## src/byte_pair_selective_histogram_core_macros.svh

```systemverilog
`ifndef BYTE_PAIR_SELECTIVE_HISTOGRAM_CORE_MACROS_SVH
`define BYTE_PAIR_SELECTIVE_HISTOGRAM_CORE_MACROS_SVH

// Same-cycle implication on clk, off while arst_n is low.
`define BPSH_ASSERT_NOW(lbl, ante, cons, msg) \
	lbl: assert property (@(posedge clk) disable iff (!arst_n) (ante) |-> (cons)) \
		else $error(msg);

// Next-cycle implication on clk, off while arst_n is low.
`define BPSH_ASSERT_NEXT(lbl, ante, cons, msg) \
	lbl: assert property (@(posedge clk) disable iff (!arst_n) (ante) |=> (cons)) \
		else $error(msg);

`endif

```

## src/bpsh_pkg.sv

```systemverilog
package bpsh_pkg;

	localparam int BYTE_WIDTH   = 8;
	localparam int SEL_WIDTH    = 2;
	localparam int SKIP_WIDTH   = 16;
	localparam int PAIRS_WIDTH  = 41;
	localparam int CFG_WIDTH    = 41;
	localparam int CFG_IDX_WIDTH = 1;
	localparam int VALUE_WIDTH  = 64;
	localparam int ADDR_WIDTH   = SEL_WIDTH + 2 * BYTE_WIDTH;
	localparam int STORE_DEPTH  = 1 << ADDR_WIDTH;

	localparam logic [SKIP_WIDTH-1:0]  SKIP_RESET  = 16'd1024;
	localparam logic [PAIRS_WIDTH-1:0] PAIRS_RESET = 41'd1 << 34;

	localparam logic [BYTE_WIDTH-1:0] BYTE_ZERO = 8'h00;
	localparam logic [BYTE_WIDTH-1:0] BYTE_FULL = 8'hff;

	localparam logic [SEL_WIDTH-1:0] TBL_PREV_ZERO = 2'd0;
	localparam logic [SEL_WIDTH-1:0] TBL_PREV_FULL = 2'd1;
	localparam logic [SEL_WIDTH-1:0] TBL_CUR_FULL  = 2'd2;
	localparam logic [SEL_WIDTH-1:0] TBL_PLAIN     = 2'd3;

	localparam logic [CFG_IDX_WIDTH-1:0] REG_SKIP_COUNT  = 1'd0;
	localparam logic [CFG_IDX_WIDTH-1:0] REG_BATCH_PAIRS = 1'd1;

	typedef enum logic [1:0] {
		REQ_BYTE  = 2'd0,
		REQ_START = 2'd1,
		REQ_READ  = 2'd2,
		REQ_NONE  = 2'd3
	} req_e_t;

	typedef enum logic [1:0] {
		ST_COUNTED = 2'd0,
		ST_IGNORED = 2'd1,
		ST_READ    = 2'd2,
		ST_STARTED = 2'd3
	} status_t;

	typedef enum logic {
		PH_CLEAR,
		PH_RUN
	} phase_t;

	typedef struct packed {
		logic                  bump;
		status_t               status;
		logic [ADDR_WIDTH-1:0] addr;
	} op_t;

	typedef struct packed {
		logic                  en;
		logic [ADDR_WIDTH-1:0] addr;
	} wr_t;

endpackage

```

## src/bpsh_req_if.sv

```systemverilog
interface bpsh_req_if;
	logic                               valid;
	logic                               ready;
	logic [1:0]                         req_type;
	logic [bpsh_pkg::BYTE_WIDTH-1:0]    byte_value;
	logic [bpsh_pkg::SEL_WIDTH-1:0]     table_select;
	logic [bpsh_pkg::BYTE_WIDTH-1:0]    row_index;
	logic [bpsh_pkg::BYTE_WIDTH-1:0]    column_index;

	modport source (output valid, req_type, byte_value, table_select, row_index,
		column_index, input ready);
	modport sink (input valid, req_type, byte_value, table_select, row_index,
		column_index, output ready);
endinterface

```

## src/bpsh_ctrl.sv

```systemverilog
module bpsh_ctrl (
	input  logic                                 clk,
	input  logic                                 arst_n,
	bpsh_req_if.sink                             req,
	input  logic                                 cfg_we,
	input  logic [bpsh_pkg::CFG_IDX_WIDTH-1:0]   cfg_index,
	input  logic [bpsh_pkg::CFG_WIDTH-1:0]       cfg_data,
	input  logic                                 take,
	output logic                                 accept,
	output bpsh_pkg::op_t                        op,
	output bpsh_pkg::wr_t                        clr
);

	bpsh_pkg::phase_t                        phase_q, phase_d;
	logic [bpsh_pkg::ADDR_WIDTH-1:0]         clr_addr_q;

	logic [bpsh_pkg::SKIP_WIDTH-1:0]         skip_q;
	logic [bpsh_pkg::PAIRS_WIDTH-1:0]        batch_q;

	logic [bpsh_pkg::BYTE_WIDTH-1:0]         prev_q, prev_d;
	logic                                    have_q, have_d;
	logic [bpsh_pkg::SKIP_WIDTH-1:0]         warm_q, warm_d;
	logic [bpsh_pkg::PAIRS_WIDTH-1:0]        pairs_q, pairs_d;
	logic [bpsh_pkg::BYTE_WIDTH-1:0]         pos;

	always_comb begin
		phase_d = phase_q;
		case (phase_q)
			bpsh_pkg::PH_CLEAR: begin
				if (&clr_addr_q) begin
					phase_d = bpsh_pkg::PH_RUN;
				end
			end
			bpsh_pkg::PH_RUN: begin
				phase_d = bpsh_pkg::PH_RUN;
			end
			default: begin
				phase_d = bpsh_pkg::PH_CLEAR;
			end
		endcase
	end

	always_comb begin
		clr.en    = (phase_q == bpsh_pkg::PH_CLEAR);
		clr.addr  = clr_addr_q;
		req.ready = (phase_q == bpsh_pkg::PH_RUN) && take;
	end

	assign accept = req.valid && req.ready;

	always_ff @(posedge clk or negedge arst_n) begin
		if (!arst_n) begin
			phase_q    <= bpsh_pkg::PH_CLEAR;
			clr_addr_q <= '0;
		end else begin
			phase_q <= phase_d;
			if (phase_q == bpsh_pkg::PH_CLEAR) begin
				clr_addr_q <= clr_addr_q + 1'b1;
			end
		end
	end

	always_ff @(posedge clk or negedge arst_n) begin
		if (!arst_n) begin
			skip_q  <= bpsh_pkg::SKIP_RESET;
			batch_q <= bpsh_pkg::PAIRS_RESET;
		end else if (cfg_we) begin
			case (cfg_index)
				bpsh_pkg::REG_SKIP_COUNT:  skip_q  <= cfg_data[bpsh_pkg::SKIP_WIDTH-1:0];
				bpsh_pkg::REG_BATCH_PAIRS: batch_q <= cfg_data[bpsh_pkg::PAIRS_WIDTH-1:0];
				default: ;
			endcase
		end
	end

	assign pos = pairs_q[bpsh_pkg::BYTE_WIDTH-1:0];

	// Decode the item and work out the batch state it leaves behind.
	always_comb begin
		op.bump   = 1'b0;
		op.status = bpsh_pkg::ST_IGNORED;
		op.addr   = {req.table_select, req.row_index, req.column_index};
		prev_d    = prev_q;
		have_d    = have_q;
		warm_d    = warm_q;
		pairs_d   = pairs_q;
		case (bpsh_pkg::req_e_t'(req.req_type))
			bpsh_pkg::REQ_BYTE: begin
				if (warm_q != '0) begin
					warm_d = warm_q - 1'b1;
				end else if (!have_q) begin
					prev_d = req.byte_value;
					have_d = 1'b1;
				end else if (pairs_q < batch_q) begin
					op.bump   = 1'b1;
					op.status = bpsh_pkg::ST_COUNTED;
					if (prev_q == bpsh_pkg::BYTE_ZERO) begin
						op.addr = {bpsh_pkg::TBL_PREV_ZERO, pos, req.byte_value};
					end else if (prev_q == bpsh_pkg::BYTE_FULL) begin
						op.addr = {bpsh_pkg::TBL_PREV_FULL, pos, req.byte_value};
					end else if (req.byte_value == bpsh_pkg::BYTE_FULL) begin
						op.addr = {bpsh_pkg::TBL_CUR_FULL, pos, prev_q};
					end else begin
						op.addr = {bpsh_pkg::TBL_PLAIN, prev_q, req.byte_value};
					end
					pairs_d = pairs_q + 1'b1;
					prev_d  = req.byte_value;
				end
			end
			bpsh_pkg::REQ_START: begin
				op.status = bpsh_pkg::ST_STARTED;
				warm_d    = skip_q;
				have_d    = 1'b0;
				pairs_d   = '0;
			end
			bpsh_pkg::REQ_READ: begin
				op.status = bpsh_pkg::ST_READ;
			end
			default: begin
				op.status = bpsh_pkg::ST_IGNORED;
			end
		endcase
	end

	always_ff @(posedge clk or negedge arst_n) begin
		if (!arst_n) begin
			prev_q  <= '0;
			have_q  <= 1'b0;
			warm_q  <= '0;
			pairs_q <= '0;
		end else if (accept) begin
			prev_q  <= prev_d;
			have_q  <= have_d;
			warm_q  <= warm_d;
			pairs_q <= pairs_d;
		end
	end

endmodule

```

## src/flat_wrapper.sv

```systemverilog
// flat-port wrapper written by rule: the top's interface ports become plain ports
module bpsh_ctrl_flat 
  (clk, arst_n, cfg_we, cfg_index, cfg_data, take, accept, op, clr, req_valid, req_req_type, req_byte_value, req_table_select, req_row_index, req_column_index, req_ready);
  bpsh_req_if req_i ();
  input  logic clk;
  input  logic arst_n;
  input  logic cfg_we;
  input  logic [bpsh_pkg::CFG_IDX_WIDTH-1:0] cfg_index;
  input  logic [bpsh_pkg::CFG_WIDTH-1:0] cfg_data;
  input  logic take;
  output logic accept;
  output bpsh_pkg::op_t op;
  output bpsh_pkg::wr_t clr;
  input wire logic [$bits(req_i.valid)-1:0] req_valid;
  input wire logic [$bits(req_i.req_type)-1:0] req_req_type;
  input wire logic [$bits(req_i.byte_value)-1:0] req_byte_value;
  input wire logic [$bits(req_i.table_select)-1:0] req_table_select;
  input wire logic [$bits(req_i.row_index)-1:0] req_row_index;
  input wire logic [$bits(req_i.column_index)-1:0] req_column_index;
  output wire logic [$bits(req_i.ready)-1:0] req_ready;
  assign req_i.valid = req_valid;
  assign req_i.req_type = req_req_type;
  assign req_i.byte_value = req_byte_value;
  assign req_i.table_select = req_table_select;
  assign req_i.row_index = req_row_index;
  assign req_i.column_index = req_column_index;
  assign req_ready = req_i.ready;
  bpsh_ctrl u_core (.clk(clk), .arst_n(arst_n), .req(req_i), .cfg_we(cfg_we), .cfg_index(cfg_index), .cfg_data(cfg_data), .take(take), .accept(accept), .op(op), .clr(clr));
endmodule
```

## config.mk

```make
export PLATFORM = sky130hd
export DESIGN_NAME = bpsh_ctrl_flat
export DESIGN_NICKNAME = d
export VERILOG_FILES = /design/src/byte_pair_selective_histogram_core_macros.svh /design/src/bpsh_pkg.sv /design/src/bpsh_req_if.sv /design/src/bpsh_ctrl.sv /design/src/flat_wrapper.sv
export SDC_FILE = /design/constraint.sdc
export NUM_CORES = 1
export LEC_CHECK = 0
export BUFFER_PORTS_ARGS = -buffer_cell sky130_fd_sc_hd__buf_2
export CORE_MARGIN = 8
export CORE_UTILIZATION = 53
export CTS_CLUSTER_SIZE = 20
export DETAILED_ROUTE_END_ITERATION = 12
export MAX_ROUTING_LAYER = met4
export PLACE_DENSITY = 0.81
export SLEW_MARGIN = 40
export SYNTH_ARGS = -nofsm -noshare
export SYNTH_HDL_FRONTEND = slang
export SYNTH_SLANG_ARGS = --single-unit
```

## constraint.sdc

```tcl
create_clock -name clk -period 3.3 [get_ports clk]
set_input_delay 0.165 -clock clk [delete_from_list [all_inputs] [get_ports clk]]
set_output_delay 0.165 -clock clk [all_outputs]
set_load 0.05 [all_outputs]
```

---- Word-level counts from Yosys, hierarchy flattened ----
Index checks and enable logic that the tools add are counted.
operators by class
  add/subtract/negate cells ............... 3
  multiply operators ...................... 0
  div/mod/pow operators ................... 0
  $lt $le $gt $ge ......................... 1
  eq/ne operators ......................... 9
  shift operators ......................... 0
  mux-type cells .......................... 21
  bitwise operators ....................... 3
  reduce and logical (&&, ||, !) cells .... 13
operators with widths
  operator                                             number
  2-to-1 mux 41 bit                                    3
  case mux 41 bit (2 select lines)                     1
  2-to-1 mux 21 bit                                    3
  2-to-1 mux 18 bit                                    3
  adder 41 x 1 -> 41 bit (second input constant)       1
  < comparator 41 bit                                  1
  case mux 16 bit (2 select lines)                     1
  adder 18 x 1 -> 18 bit (second input constant)       1
  AND reduction 18 bit                                 1
  2-to-1 mux 17 bit                                    1
  == test 8 bit (second input constant)                2
  2-to-1 mux 16 bit                                    1
  2-to-1 mux 8 bit                                     2
  nonzero test 16 bit                                  1
  subtractor 16 x 1 -> 16 bit (second input constant)  1
  logical NOT 8 bit                                    1
  != test 2 x 1 -> 1 bit (second input constant)       3
  case mux 2 bit (3 select lines)                      1
  AND reduction 3 bit                                  2
  AND reduction 5 bit                                  1
  != test 2 bit (second input constant)                2
  case mux 1 bit (2 select lines)                      2
  AND reduction 2 bit                                  2
  AND reduction 4 bit                                  1
  7 further kinds                                      12
storage, ports and cells
  bits in registers ....................... 142
  latch bits .............................. 0
  memory bits (writable) .................. 0
  memory bits (read-only) ................. 0
  bits of input ports ..................... 75
  output and inout bits ................... 42
  logic and storage cells ................. 58
  memories ................................ 0

---- Longest topological paths before layout ----
  word-level depth ........................ 8
  depth in mapped cells ................... 12
  gate-level depth less buffers ........... 10

---- Worst setup path after synthesis ----
No wires, ideal clock.
  path kind ............................... flip-flop to output port
  start point ............................. reg u_core.warm_q[0] (netlist bit)
  end point ............................... out op[16] (netlist bit)
  data arrival time ....................... 3.487 ns
  required time ........................... 3.135 ns
  slack ................................... -0.352 ns
  stages on the path, launching flop included .. 10
  path through ............................ dfrtp_1 > inv_1 > ha_1 > or3b_4 > nor4b_4 > nand4_4 > a2111oi_4 > nand2_1 > buf_2 > o31ai_1
RTL lines
  element                   RTL line            text
  start: declaration        bpsh_ctrl.sv:22     logic [bpsh_pkg::SKIP_WIDTH-1:0] warm_q, warm_d;
  start signal: assignment  bpsh_ctrl.sv:134    warm_q <= warm_d;
  end: declaration          flat_wrapper.sv:12  output bpsh_pkg::op_t op;

==> run metrics <==
register area share after synthesis 44.16%; Die Wd between 100 and 150 µm; post-route minimum period 3.527 ns; Pint around 0.0032 W; CP endpoint kind output port; dominant cell type by area after synthesis dfrtp_1; Worst Tran Pin Value 0.7902 ns; Iter 0 DRT Violations 550; RSZ-0062 raised after global routing true; largest net degree at the start of global routing 75; peak supply drop 0.3367 mV; Synth Flop Type dfrtp_1; Final Instance Area around 11000 µm²; initial antenna violation count 0; Post-Syn Area per Cell 9.783 µm²; Clock power frac between 40% and 50%; Global Route Usage Sum 22.35%; yosys warns 0; Gate Count Post-Synth roughly 820; Initial Util 53.56%; total leakage power 4.872 nW; Crit Path Category reg -> out; chip height ~140 µm; Post-route DRC 0; Comb power frac between 10% and 20%; Vias/cell 5.984; ANT nets after route 0; Startpoint Class flip-flop; per-cell routed wire length 17.71 µm; H-Tree Depth 4; Achievable Freq ~0.28 GHz; Worst EP arrival 3.36 ns; Critical Path RT 3.13 ns; wirelength, routed between 20000 and 25000 µm; Cell variety after synth 58; Placed Area between 9000 and 10000 µm²; most frequent cells in the layout dfrtp_1 (139), buf_2 (95), o21ai_0 (73); clock slew at reported path FFs 0.06 ns; GRT overflow 0; layout cells sized above 1 30.95%; die area 19390 µm²; GP Congestion between 0.8 and 0.9; IO buf count 116; CTS Buf Count 17; failing checks negative setup slack; Mapped Area 8051 µm²; number of diodes 0; fin. max-slew vios 0; std cell rows 45; Clock Tree Root clkbuf_16; Synth top area share 43.51%; Seq pwr share 45.1%; final setup violation count 20; Final Hold Fails 0; status finished with violations; drt first pass iters 6; number of synthesized register bits 142; max-cap viol count 0; Sink Count ~140; first-pass GRT wire length 34890 µm; clock tree buffer depth 2; I/O pin total 117; clock skew 0.01063 ns; core area 15030 µm²; Synth-to-Final Area Change 31.02%; syn_nets 944; Pwr Density 401.2 nW/µm²; post-synthesis async set-or-reset flop share 100.0%; CTS tree yes; switching share of power between 20% and 30%; Post-synth EDFFs 0; Overall Power 0.004233 W; Synth area leaders dfrtp_1 (44%), mux2_2 (9.5%), ha_1 (7.1%); NetSw 0.001050 W; Tightest Hold Check Type in -> reg; leading cell type in the layout, fill and taps excluded dfrtp_1; dpl hpwl between 10000 and 15000 µm; Worst-Skew Late Latency between 0.4 and 0.5 ns; Max transition margin a little under half; fin crit share 106.9%; vias in the first global route 7247; Layout Nets 1146; Vias 7330; fillcell total 1096; CP max FO 8; setup ws final -0.2275 ns
[path summary, 6_finish.rpt]
kind | startpoint | endpoint | slack [ns] | cells after the start
worst min register to register | u_core.clr_addr_q[15]$_DFFE_PN0N_ | u_core.clr_addr_q[15]$_DFFE_PN0N_ | 0.49 | 1
worst max-delay path | u_core.pairs_q[27]$_DFFE_PN0P_ | op[2] | -0.23 | 12
worst max register to register | u_core.pairs_q[27]$_DFFE_PN0P_ | u_core.pairs_q[2]$_DFFE_PN0P_ | 0.16 | 10
max in group asynchronous | arst_n | u_core.pairs_q[27]$_DFFE_PN0P_ | 2.12 | 3
min in group asynchronous | arst_n | u_core.prev_q[1]$_DFFE_PN0P_ | 0.33 | 2
worst min-delay path | cfg_data[15] | u_core.batch_q[15]$_DFFE_PN0P_ | 0.01 | 2
[logic make-up (layout without fill, tap and decap cells)]
group | Yosys count | after routing | share of synthesized area [%]
and+or+nand+nor | 251 | 251 | 16.36
AOI/OAI and AO/OA | 203 | 203 | 15.51
DFF | 142 | 142 | 44.16
buffers and inverters | 87 | 301 | 4.336
muxes | 77 | 77 | 10.63
adders and majority gates | 46 | 46 | 7.148
xor gates and xnor gates | 17 | 17 | 1.849
[critical path, stage by stage (launching register included)]
cell       delay, ns
dfrtp_2         0.45
ha_4            0.29
nand4_1         0.17
nor4_4          0.34
or4b_4          0.53
nor4_4          0.22
a2111oi_4       0.12
nand2_2         0.18
buf_12          0.15
buf_6           0.12
nand2_1         0.09
o21ai_2         0.09
buf_6           0.18
[state kept, by name (all words and copies together), names as in the netlist]
| name | flops |
|---|---|
| u_core.skip_q | 16 |
| u_core.phase_q | 1 |
| u_core.pairs_q | 41 |
| u_core.have_q | 1 |
| u_core.clr_addr_q | 18 |
| u_core.batch_q | 41 |
| u_core.prev_q | 8 |
| u_core.warm_q | 16 |
[power groups by stage]
| stage | Sequential (W) | Combinational (W) | Clock (W) |
|---|---|---|---|
| 2_1_floorplan | 0.00191 | 0.000304 | 0 |
| 3_3_place_gp | 0.00193 | 0.000450 | 0 |
| 3_5_place_dp | 0.00194 | 0.000466 | 0 |
| 4_1_cts | 0.00191 | 0.000534 | 0.00178 |
| 5_1_grt | 0.00192 | 0.000621 | 0.00186 |
| 6_report | 0.00191 | 0.000562 | 0.00176 |
[metrics by stage]
| step | setup slack [ns] | hold WS [ns] | setup TNS (ns) | cells | util (%) |
|---|---|---|---|---|---|
| after floorplan | -0.2478 | -0.1306 | -2.478 | 823 | - |
| after global placement | 0.06976 | 0.2070 | 0 | 1135 | 60.58 |
| after detailed placement | -0.009243 | 0.2125 | -0.01638 | 1135 | 60.62 |
| after CTS | -0.1971 | 0.003054 | -3.099 | 1215 | 68.67 |
| after global routing | -0.3860 | 0.005506 | -5.825 | 1225 | 70.17 |
| final | -0.2275 | 0.01290 | -3.190 | 1225 | 70.17 |
[area by class of cell]
type                       instances  area [µm²]  area share [%]
sequential                       142        3557           33.72
clock inverter                     7       63.81          0.6049
tap                              188       235.2           2.230
inverter                          57       214.0           2.028
clock buffer                      24       471.7           4.472
multi-input combinational        594        4385           41.57
timing repair buffer             213        1622           15.37
[synthesized netlist by cell type (7+ instances only)]
master and instances:
nand2_1 63, and4_1 8, nand2b_1 8, buf_2 7
a22oi_1 9, nor2_1 48, o22ai_1 7, or3_1 9
a31oi_1 17, o21ai_0 85, nand3_1 31, ha_1 46
and3_1 9, mux2_2 68, xnor2_1 14, inv_1 57
o31ai_1 19, a21o_1 9, nand4_1 22, a21oi_1 37
nor3_1 24, mux2i_1 9, clkbuf_1 15, dfrtp_1 140
[routing by layer]
metal  part of all wire (%)  track usage [%]
met1                     43            27.36
met2                     48            36.54
met3                    6.0            3.830
met4                    3.3            8.377
met5                      0                -
[what timing repair did]
| action | in CTS | in global routing |
|---|---|---|
| setup buffers | 11 | 11 |
| pin swaps | 15 | 12 |
| gates cloned | 1 | 0 |
| endpoints found under the hold margin | 110 | 0 |
| hold buffers | 37 | 0 |
| gates resized for setup | 61 | 39 |
| setup endpoints to repair | 28 | 36 |
No activity file was read; power rests on OpenSTA's default activity.
