--- src/byte_pair_selective_histogram_core_macros.svh ---
`ifndef BYTE_PAIR_SELECTIVE_HISTOGRAM_CORE_MACROS_SVH
`define BYTE_PAIR_SELECTIVE_HISTOGRAM_CORE_MACROS_SVH

// Same-cycle implication on clk, off while arst_n is low.
`define BPSH_ASSERT_NOW(lbl, ante, cons, msg) \
	lbl: assert property (@(posedge clk) disable iff (!arst_n) (ante) |-> (cons)) \
		else $error(msg);

// Next-cycle implication on clk, off while arst_n is low.
`define BPSH_ASSERT_NEXT(lbl, ante, cons, msg) \
	lbl: assert property (@(posedge clk) disable iff (!arst_n) (ante) |=> (cons)) \
		else $error(msg);

`endif

--- src/bpsh_pkg.sv ---
package bpsh_pkg;

	localparam int BYTE_WIDTH   = 8;
	localparam int SEL_WIDTH    = 2;
	localparam int SKIP_WIDTH   = 16;
	localparam int PAIRS_WIDTH  = 41;
	localparam int CFG_WIDTH    = 41;
	localparam int CFG_IDX_WIDTH = 1;
	localparam int VALUE_WIDTH  = 64;
	localparam int ADDR_WIDTH   = SEL_WIDTH + 2 * BYTE_WIDTH;
	localparam int STORE_DEPTH  = 1 << ADDR_WIDTH;

	localparam logic [SKIP_WIDTH-1:0]  SKIP_RESET  = 16'd1024;
	localparam logic [PAIRS_WIDTH-1:0] PAIRS_RESET = 41'd1 << 34;

	localparam logic [BYTE_WIDTH-1:0] BYTE_ZERO = 8'h00;
	localparam logic [BYTE_WIDTH-1:0] BYTE_FULL = 8'hff;

	localparam logic [SEL_WIDTH-1:0] TBL_PREV_ZERO = 2'd0;
	localparam logic [SEL_WIDTH-1:0] TBL_PREV_FULL = 2'd1;
	localparam logic [SEL_WIDTH-1:0] TBL_CUR_FULL  = 2'd2;
	localparam logic [SEL_WIDTH-1:0] TBL_PLAIN     = 2'd3;

	localparam logic [CFG_IDX_WIDTH-1:0] REG_SKIP_COUNT  = 1'd0;
	localparam logic [CFG_IDX_WIDTH-1:0] REG_BATCH_PAIRS = 1'd1;

	typedef enum logic [1:0] {
		REQ_BYTE  = 2'd0,
		REQ_START = 2'd1,
		REQ_READ  = 2'd2,
		REQ_NONE  = 2'd3
	} req_e_t;

	typedef enum logic [1:0] {
		ST_COUNTED = 2'd0,
		ST_IGNORED = 2'd1,
		ST_READ    = 2'd2,
		ST_STARTED = 2'd3
	} status_t;

	typedef enum logic {
		PH_CLEAR,
		PH_RUN
	} phase_t;

	typedef struct packed {
		logic                  bump;
		status_t               status;
		logic [ADDR_WIDTH-1:0] addr;
	} op_t;

	typedef struct packed {
		logic                  en;
		logic [ADDR_WIDTH-1:0] addr;
	} wr_t;

endpackage

--- src/bpsh_update.sv ---
`include "byte_pair_selective_histogram_core_macros.svh"

module bpsh_update #(
	parameter int COUNT_WIDTH = 64
) (
	input  logic                                clk,
	input  logic                                arst_n,
	input  logic                                accept,
	input  bpsh_pkg::op_t                       op,
	input  logic [COUNT_WIDTH-1:0]              rd_data,
	input  logic                                rsp_ready,
	output logic                                take,
	output bpsh_pkg::wr_t                       wr,
	output logic [COUNT_WIDTH-1:0]              wr_data,
	output logic                                rsp_valid,
	output logic [1:0]                          rsp_status,
	output logic [bpsh_pkg::VALUE_WIDTH-1:0]    rsp_value
);

	logic                                valid_s1;
	bpsh_pkg::op_t                       op_s1;
	logic                                adv;

	logic                                wr_valid_q;
	logic [bpsh_pkg::ADDR_WIDTH-1:0]     wr_addr_q;
	logic [COUNT_WIDTH-1:0]              wr_data_q;

	logic [COUNT_WIDTH-1:0]              cur_count;

	logic                                out_valid_q;
	bpsh_pkg::status_t                   out_status_q;
	logic [bpsh_pkg::VALUE_WIDTH-1:0]    out_value_q;

	assign adv  = valid_s1 && (!out_valid_q || rsp_ready);
	assign take = !valid_s1 || adv;

	always_ff @(posedge clk or negedge arst_n) begin
		if (!arst_n) begin
			valid_s1 <= 1'b0;
		end else if (accept) begin
			valid_s1 <= 1'b1;
		end else if (adv) begin
			valid_s1 <= 1'b0;
		end
	end

	always_ff @(posedge clk) begin
		if (accept) begin
			op_s1 <= op;
		end
	end

	// The memory read for this item raced the previous write; take the written value.
	assign cur_count = (wr_valid_q && (wr_addr_q == op_s1.addr)) ? wr_data_q : rd_data;

	assign wr.en   = adv && op_s1.bump;
	assign wr.addr = op_s1.addr;
	assign wr_data = (&cur_count) ? cur_count : cur_count + 1'b1;

	always_ff @(posedge clk or negedge arst_n) begin
		if (!arst_n) begin
			wr_valid_q <= 1'b0;
		end else if (wr.en) begin
			wr_valid_q <= 1'b1;
		end
	end

	always_ff @(posedge clk) begin
		if (wr.en) begin
			wr_addr_q <= wr.addr;
			wr_data_q <= wr_data;
		end
	end

	always_ff @(posedge clk or negedge arst_n) begin
		if (!arst_n) begin
			out_valid_q <= 1'b0;
		end else if (adv) begin
			out_valid_q <= 1'b1;
		end else if (rsp_ready) begin
			out_valid_q <= 1'b0;
		end
	end

	always_ff @(posedge clk) begin
		if (adv) begin
			out_status_q <= op_s1.status;
			out_value_q  <= (op_s1.status == bpsh_pkg::ST_READ) ?
				bpsh_pkg::VALUE_WIDTH'(cur_count) : '0;
		end
	end

	assign rsp_valid  = out_valid_q;
	assign rsp_status = out_status_q;
	assign rsp_value  = out_value_q;

	`BPSH_ASSERT_NOW(a_no_overrun, accept, !valid_s1 || adv, "item accepted over a held item")
	`BPSH_ASSERT_NOW(a_read_no_bump, valid_s1 && op_s1.status == bpsh_pkg::ST_READ, !op_s1.bump, "read item marked for update")
	`BPSH_ASSERT_NEXT(a_bump_nonzero, wr.en, wr_valid_q && wr_data_q != '0, "updated count is zero")
	`BPSH_ASSERT_NEXT(a_result_lands, adv, out_valid_q && out_status_q == $past(op_s1.status), "result not registered")

endmodule

--- config.mk ---
export PLATFORM = sky130hd
export DESIGN_NAME = bpsh_update
export DESIGN_NICKNAME = d
export VERILOG_FILES = /design/src/bpsh_pkg.sv /design/src/bpsh_update.sv
export VERILOG_INCLUDE_DIRS = /design/src /design/src/src
export SDC_FILE = /design/constraint.sdc
export NUM_CORES = 1
export LEC_CHECK = 0
export BUFFER_PORTS_ARGS = -buffer_cell sky130_fd_sc_hd__buf_2
export CORE_MARGIN = 2
export CORE_UTILIZATION = 30
export DETAILED_ROUTE_END_ITERATION = 10
export MAX_ROUTING_LAYER = met4
export RECOVER_POWER = 25
export SLEW_MARGIN = 20
export SYNTH_ARGS = -nofsm -noshare
export SYNTH_HDL_FRONTEND = slang
export SYNTH_SLANG_ARGS = --single-unit
--- constraint.sdc ---
create_clock -name clk -period 5.1 [get_ports clk]
set_input_delay 0.51 -clock clk [delete_from_list [all_inputs] [get_ports clk]]
set_output_delay 0.51 -clock clk [all_outputs]
set_load 0.05 [all_outputs]
* After elaboration in Yosys (flattened, before gate mapping) *
Index checks and enable logic that the tools add are counted.

storage, ports and cells
  flip-flop bits (word level) = 172
  output and inout bits = 151
  word-level logic and storage cells = 29

operators by class
  add/subtract/negate cells = 1
  eq/ne operators = 2
  muxes and demuxes = 6
  reduce and logical (&&, ||, !) cells = 10

operators by type and width
  cell                                            number
  two-way mux 64 bit                              2
  adder 64 x 1 -> 64 bit (second input constant)  1
  AND reduction 64 bit                            1
  == test 18 bit                                  1
  two-way mux 1 bit                               4
  nonzero test 2 bit                              2
  logical AND 1 bit                               3
  == test 2 bit (second input constant)           1
  zero test 1 bit                                 2
  logical OR 1 bit                                2

* Longest topological paths before layout *
Gate-level depths: netlist of run 1.

  depth in word-level cells = 5
  gate-level depth with buffers = 19
  gate-level depth less buffers = 15

* Least setup slack after synthesis of run 1 *
Ideal clock, no wire load.

  path type = flip-flop to output port
  from = register op_s1, in the netlist wr[16]
  to = output wr_data[19]
  data arrival time = 4.792 ns
  data required time = 4.590 ns
  path slack = -0.202 ns
  cell stages (with the launch flop) = 19
  path buffers = 3
  cells stage by stage = edfxtp_1 -> xor2_1 -> or4_4 -> nor4_4 -> and2_1 -> buf_4 -> buf_6 -> mux2i_1 -> inv_1 -> ha_1 -> clkbuf_1 -> nand3_1 -> nor4_1 -> nand4_1 -> o21ai_1 -> o32a_1 -> or3_1 -> xor2_1 -> mux2i_1

between the ends
  longest elaborated chain between the ends = 5

ends and longest elaborated chain
  element                                                                line               text
  start, declared                                                        bpsh_update.sv:21  bpsh_pkg::op_t op_s1;
  start signal, assigned                                                 bpsh_update.sv:49  op_s1 <= op;
  == test 18 bit *                                                       bpsh_update.sv:54  assign cur_count = (wr_valid_q && (wr_addr_q == op_s1.addr)) ? wr_data_q : rd_data;
  logical AND 1 bit *                                                    bpsh_update.sv:54
  two-way mux 64 bit *                                                   bpsh_update.sv:54
  via cur_count[0]                                                       bpsh_update.sv:28  logic [COUNT_WIDTH-1:0] cur_count;
  adder 64 x 1 -> 64 bit / AND reduction 64 bit (equally long branches)  bpsh_update.sv:58  assign wr_data = (&cur_count) ? cur_count : cur_count + 1'b1;
  two-way mux 64 bit *                                                   bpsh_update.sv:58
  end, declared                                                          bpsh_update.sv:14  output logic [COUNT_WIDTH-1:0] wr_data,

Mark *: on every way through the listed nets, which the timed path passes. The rest lies on a longest branch.

* Worst setup path in the final report of run 1 *
  from = register op_s1, in the netlist wr[1]
  to = output wr_data[19]

Same word-level chain as after synthesis.

==> summary.md, run 1 <==
| Metric | Value |
|---|---|
| Outcome | `finished clean` |
| Dpl cell area | `~12000 µm²` |
| CTS buffer count | `17` |
| Register area | `~5000 µm²` |
| Nets@finish | `1241` |
| Gpl congestion | `~0.91` |
| Post-synthesis sequential area ratio | `about 52%` |
| Final Hold Fails | `0` |
| CTS H-tree lvls | `4` |
| Unique masters post-synth | `65` |
| Grt total ovfl | `0` |
| Synth warn | `0` |
| DRT iter0 DRCs | `~800` |
| Layout cells sized above 1 | `slightly below 30%` |
| Pre-Repair DR Iteration Count | `5` |
| Wire length on met3 | `roughly 3300 µm` |
| DRC viols | `0` |
| Most frequent cell after synthesis | `edfxtp_1` |
| Met2 WL | `roughly 15000 µm` |
| Maxcap violations | `0` |
| Synth async-reset ratio | `1.74%` |
| IO Port Bufs | `around 240` |
| Area contributors post-synth | `edfxtp_1, mux2i_1, xor2_1` |
| Max frequency | `around 200 MHz` |
| Total Wirelength | `approximately 33000 µm` |
| Number of antenna violations at the first check in global routing | `8` |
| Relative slew slack | `25.4%` |
| Die ar. | `between 30000 and 40000 µm²` |
| Synth Cell Area | `9870 µm²` |
| Sink Count | `between 150 and 200` |
| P per Cell Area | `roughly 300 nW/µm²` |
| Worst clock skew | `around 0.017 ns` |
| Fin Hold WS | `0.235 ns` |
| I/O pins | `240` |
| Tmin final | `between 4 and 5 ns` |
| Worst-path maximum fanout | `5` |
| Worst setup EP type | `output pin` |
| Floorplan core area | `32500 µm²` |
| Avg Inst Size Synth | `about 11 µm²` |
| Critical setup path kind | `flop to output pin` |
| Fillers | `3245` |
| Pre-CTS setup slack | `0.120 ns` |
| Worst Setup Start Kind | `flop` |
| Worst path arrival time | `between 4 and 5 ns` |
| Post-route ant nets | `0` |
| Yosys top cell area share | `51.4%` |
| Largest net degree at the start of global routing | `65` |
| Leak | `about 4.4 nW` |
| CTS clock-pin slew for the worst setup and hold paths | `roughly 0.070 ns` |
| Worst-Skew Late Latency | `between 0.4 and 0.5 ns` |
| Top cells by count, synth | `edfxtp_1, nand2_1, nor2_1, mux2i_1, nand3_1` |
| Final Cell Area | `12800 µm²` |
| Post-Route M1 WL | `between 10000 and 15000 µm` |
| Die height | `approximately 190 µm` |
| Part of the cycle the worst path needs | `95.7%` |
| Vias in the first global route | `8274` |
| CTS root buffer | `clkbuf_16` |
| Hold Path Class | `input port to flop` |
| Die W | `about 190 µm` |
| Max Used Layer | `met4` |
| Post-synth top flop | `edfxtp_1` |
| Multi-input logic area | `4780 µm²` |
| DR WL/cell | `~21 µm` |
| Setup ws final | `~0.22 ns` |
| First-pass GRT wire length | `48800 µm` |
| Via count | `about 8400` |
| DP HPWL | `~24000 µm` |
| Final setup viols | `0` |
| Area Overhead vs Synth | `29.3%` |
| Global-route total usage across every layer | `about a fifth` |
| Vias per Instance | `5.20` |
| Worst slew pin tran | `~1.1 ns` |
| Clock Tree Buf Depth | `2` |
| Syn Nets | `approximately 1000` |
| Slew Limit Fails | `0` |
| Synthesized flop and latch total | `around 170` |
| CTS tree | `yes` |
| Synth Instances | `912` |
| Crit path required time | `~4.6 ns` |
| Setup Total Neg Slack | `0 ns` |
| Yosys top cell by area | `edfxtp_1` |
| Maximum VDD drop | `225 µV` |
| Starting Density | `between 30% and 40%` |
| Row count | `66` |
| Number of synthesized flops with an enable pin | `around 170` |
## metal layers
layer | track usage (%) | vias up
li1 | - | 3854
met1 | 24.6 | 4081
met2 | 29.7 | 418
met3 | 7.22 | 45
met4 | 6.60 | 0
met5 | - | -
## where the power goes
group	switching [mW]	internal (mW)
Combinational	0.537	0.172
Sequential	0.0608	1.67
Clock	0.601	0.731
Total	1.20	2.58
## logic make-up (layout without fill, tap and decap cells)
logic type                 Yosys count  in the layout  share of synthesized area [%]
AOI/OAI and AO/OA                   70             70                           4.51
xor gates and xnor gates            99             99                           8.79
adders and majority gates            1              1                          0.127
DFF                                172            172                           52.2
and+or+nand+nor                    433            433                           22.9
other                                0              9                              0
buffers and inverters               59            310                           3.41
muxes                               78             79                           8.03
## critical path, cell delays in order, from the launching register on
cell,delay [ns]
edfxtp_1,0.43
xor2_1,0.18
or4_4,0.56
nor4_4,0.18
and2_4,0.24
mux2i_4,0.25
inv_2,0.07
ha_4,0.18
nand3_2,0.07
nor4_2,0.04
nand4_1,0.25
o21ai_4,0.13
o32a_4,0.41
or3_4,0.34
xor2_1,0.16
mux2i_2,0.23
buf_6,0.20
## metrics by stage
stage	utilization (%)	cells	power, mW
finish	39.3	1615	3.77
CTS	38.7	1600	3.82
detailed placement	36.3	1559	2.47
floorplan	-	912	2.24
global placement	36.3	1559	2.46
global route	39.3	1614	3.91
## final timing paths
check | startpoint | endpoint | slack (ns) | depth (start not counted)
setup / recovery | wr[1] | wr_data[19] | 0.22 | 16
hold / removal | op[19] | op_s1[19] | 0.24 | 1
setup reg to reg | wr[1] | wr_data_q[14] | 1.05 | 18
hold reg to reg | op_s1[18] | rsp_status[0] | 0.44 | 0
max in group asynchronous | arst_n | valid_s1 | 4.50 | 2
min in group asynchronous | arst_n | rsp_valid | 0.41 | 2
## flip-flops by register name (all words and copies together) (netlist names)
signal and flops:
op_s1 3, wr_addr_q 18, wr_valid_q 1, rsp_status 2
rsp_valid 1, wr_data_q 64, wr 18, valid_s1 1
rsp_value 64
## cell type report
cell class,instances,area share (%)
Inverter,10,0.294
Sequential cell,172,40.4
Clock inverter,14,1.22
Timing Repair Buffer,268,12.8
Antenna cell,9,0.177
Multi-Input combinational cell,682,37.5
Tap cell,442,4.34
Clock buffer,18,3.36
## timing repair
action,CTS,global route
setup endpoints to repair,47,61
hold buffers,1,0
hold endpoints to repair,3,0
pin swaps,4,10
gates resized for setup,34,40
gates cloned,1,1
buffers inserted,7,5
## cells in the final DEF, fill, tap and decap left out, types with 5 or more instances in the layout
cell / n
a21oi_1: 32
and3_1: 22
and4_1: 13
buf_12: 15
buf_2: 145
buf_4: 36
clkbuf_1: 61
clkbuf_16: 17
clkbuf_4: 7
diode_2: 9
edfxtp_1: 169
inv_1: 8
mux2_2: 6
mux2i_1: 50
mux2i_2: 18
nand2_1: 116
nand3_1: 55
nand4_1: 54
nor2_1: 73
nor3_1: 27
nor3_2: 8
nor4_1: 8
o21ai_0: 10
or3_1: 5
xnor2_1: 37
xnor2_2: 5
xor2_1: 49
xor2_2: 8
Note: power is estimated with default switching activity, not from simulation.
==> inputs of run 2 (changes only) <==
--- a/config.mk
+++ b/config.mk
@@ -10,8 +10,8 @@
 export CORE_MARGIN = 2
 export CORE_UTILIZATION = 30
 export DETAILED_ROUTE_END_ITERATION = 10
-export MAX_ROUTING_LAYER = met4
 export RECOVER_POWER = 25
+export SKIP_LAST_GASP = 1
 export SLEW_MARGIN = 20
 export SYNTH_ARGS = -nofsm -noshare
 export SYNTH_HDL_FRONTEND = slang
==> run 2 against run 1 <==
  * Clock power down 6%
  * Setup slack worse by 0.050 ns
  * Cell count down 0.43%
  * Highest routed layer is now met5
==> summary.md, run 2 (synthesized netlist as in run 1, its figures left out) <==
| Metric | Value |
|---|---|
| Slew Limit Fails | `0` |
| Leak | `about 4.3 nW` |
| Grt total ovfl | `0` |
| Vias in the first global route | `around 8100` |
| Die ar. | `34400 µm²` |
| IO Port Bufs | `between 200 and 250` |
| Nets@finish | `roughly 1200` |
| Most frequent cells in the layout | `edfxtp_1, buf_2, nand2_1, nor2_1, clkbuf_1` |
| Hold Path Class | `input port to flop` |
| DP HPWL | `24400 µm` |
| Most common cell after layout, fill and taps aside | `edfxtp_1` |
| Critical setup path kind | `flop to output pin` |
| Maxcap violations | `0` |
| Largest net degree at the start of global routing | `between 60 and 70` |
| Crit path required time | `about 4.6 ns` |
| CTS H-tree lvls | `4` |
| Vias per Instance | `5.17` |
| Worst Setup Start Kind | `flop` |
| DR WL/cell | `20.4 µm` |
| DRC viols | `0` |
| Gpl congestion | `around 0.9` |
| Worst setup EP type | `output pin` |
| Placed cells | `about 1600` |
| Final setup viols | `0` |
| Max frequency | `between 200 and 250 MHz` |
| Worst-Skew Late Latency | `about 0.46 ns` |
| CTS buffer count | `17` |
| Clock Tree Buf Depth | `2` |
| First-pass GRT wire length | `48300 µm` |
| P per Cell Area | `between 200 and 300 nW/µm²` |
| Worst clock skew | `roughly 0.014 ns` |
| CTS root buffer | `clkbuf_16` |
| DRT iter0 DRCs | `around 770` |
| I/O pins | `240` |
| Outcome | `finished clean` |
| Starting Density | `between 30% and 40%` |
| Non-Filler Instances | `approximately 1600` |
| CTS tree | `yes` |
| Area Overhead vs Synth | `27.4%` |
| Die W | `between 150 and 200 µm` |
| Number of antenna violations at the first check in global routing | `7` |
| Layout cells sized above 1 | `between 20 and 30%` |
| Tmin final | `about 4.9 ns` |
| Worst slew pin tran | `between 1 and 1.5 ns` |
| Maximum VDD drop | `around 310 µV` |
| Row count | `66` |
| Post-route ant nets | `0` |
| Pre-Repair DR Iteration Count | `6` |
| Via count | `around 8300` |
| Floorplan core area | `between 30000 and 40000 µm²` |
| Die height | `roughly 190 µm` |
| Global-route total usage across every layer | `about a fifth` |
| Part of the cycle the worst path needs | `96.6%` |
| Total Wirelength | `between 30000 and 40000 µm` |
| Worst-path maximum fanout | `4` |
| Tot Pwr | `roughly 3.7 mW` |
| CTS clock-pin slew for the worst setup and hold paths | `~0.070 ns` |
| Final Hold Fails | `0` |
| Worst path arrival time | `between 4 and 5 ns` |
| Relative slew slack | `23.7%` |
| Sink Count | `around 170` |
-- run 2: worst max-delay path, cell delays in order, from the launching register on --
cell      delay [ns]
edfxtp_1        0.42
xor2_1          0.20
or4_4           0.54
nor4_4          0.19
and2_4          0.24
mux2i_4         0.26
inv_2           0.07
ha_4            0.18
nand3_1         0.09
nor4_2          0.05
nand4_1         0.19
o21ai_2         0.12
o32a_1          0.43
or3_1           0.42
xor2_1          0.16
mux2i_2         0.23
buf_6           0.20
-- run 2: routing by layer --
metal / global-route usage [%] / vias to the layer above / routed length (µm)
met4: 5.21 / 8 / 595
li1: - / 3858 / -
met3: 7.81 / 56 / 3410
met2: 29.4 / 376 / 15100
met5: 0 / - / 51
met1: 24.2 / 4018 / 13700
-- run 2: repair_timing --
| item | CTS | global route |
|---|---|---|
| pin swaps | 2 | 10 |
| cloned | 0 | 1 |
| setup endpoints to repair | 44 | 61 |
| buffers inserted | 4 | 8 |
| hold endpoints to repair | 3 | 0 |
| hold buffers | 1 | 0 |
| resized for setup | 23 | 23 |
-- run 2: power breakdown --
part	leakage, nW	internal (mW)	switching [mW]	total (mW)
Clock	0.263	0.635	0.612	1.25
Combinational	2.43	0.169	0.535	0.703
Sequential	1.66	1.67	0.0606	1.73
Total	4.35	2.48	1.21	3.68
-- run 2: layout make-up --
class	count	area, µm²
inverter	10	37.5
clock buffer	18	429
antenna	4	10.0
multi-input combinational	682	4690
fill	3246	19900
clock inverter	14	110
sequential	172	5150
timing repair buffer	266	1590
tap	442	553
-- run 2: stage by stage --
stage	utilization [%]	cell area (µm²)	setup WS (ns)	setup TNS, ns	hold WS (ns)
after floorplan	-	10000	-0.0195	-0.0195	0.214
after CTS	38.4	12500	-0.0266	-0.0395	0.213
after detailed placement	36.3	11800	0.112	0	0.317
after global routing	38.7	12600	-0.0390	-0.0819	0.210
after global placement	36.3	11800	0.242	0	0.312
final	38.7	12600	0.171	0	0.231
-- run 2: final timing paths --
path	startpoint	endpoint	slack, ns	cells after the start
worst max-delay path	wr[2]	wr_data[19]	0.17	16
worst min-delay path	op[18]	op_s1[18]	0.23	1
worst max register to register	wr[2]	wr_data_q[19]	1.15	15
worst min register to register	op_s1[18]	rsp_status[0]	0.45	0
max in group asynchronous	arst_n	valid_s1	4.52	2
min in group asynchronous	arst_n	wr_valid_q	0.40	2
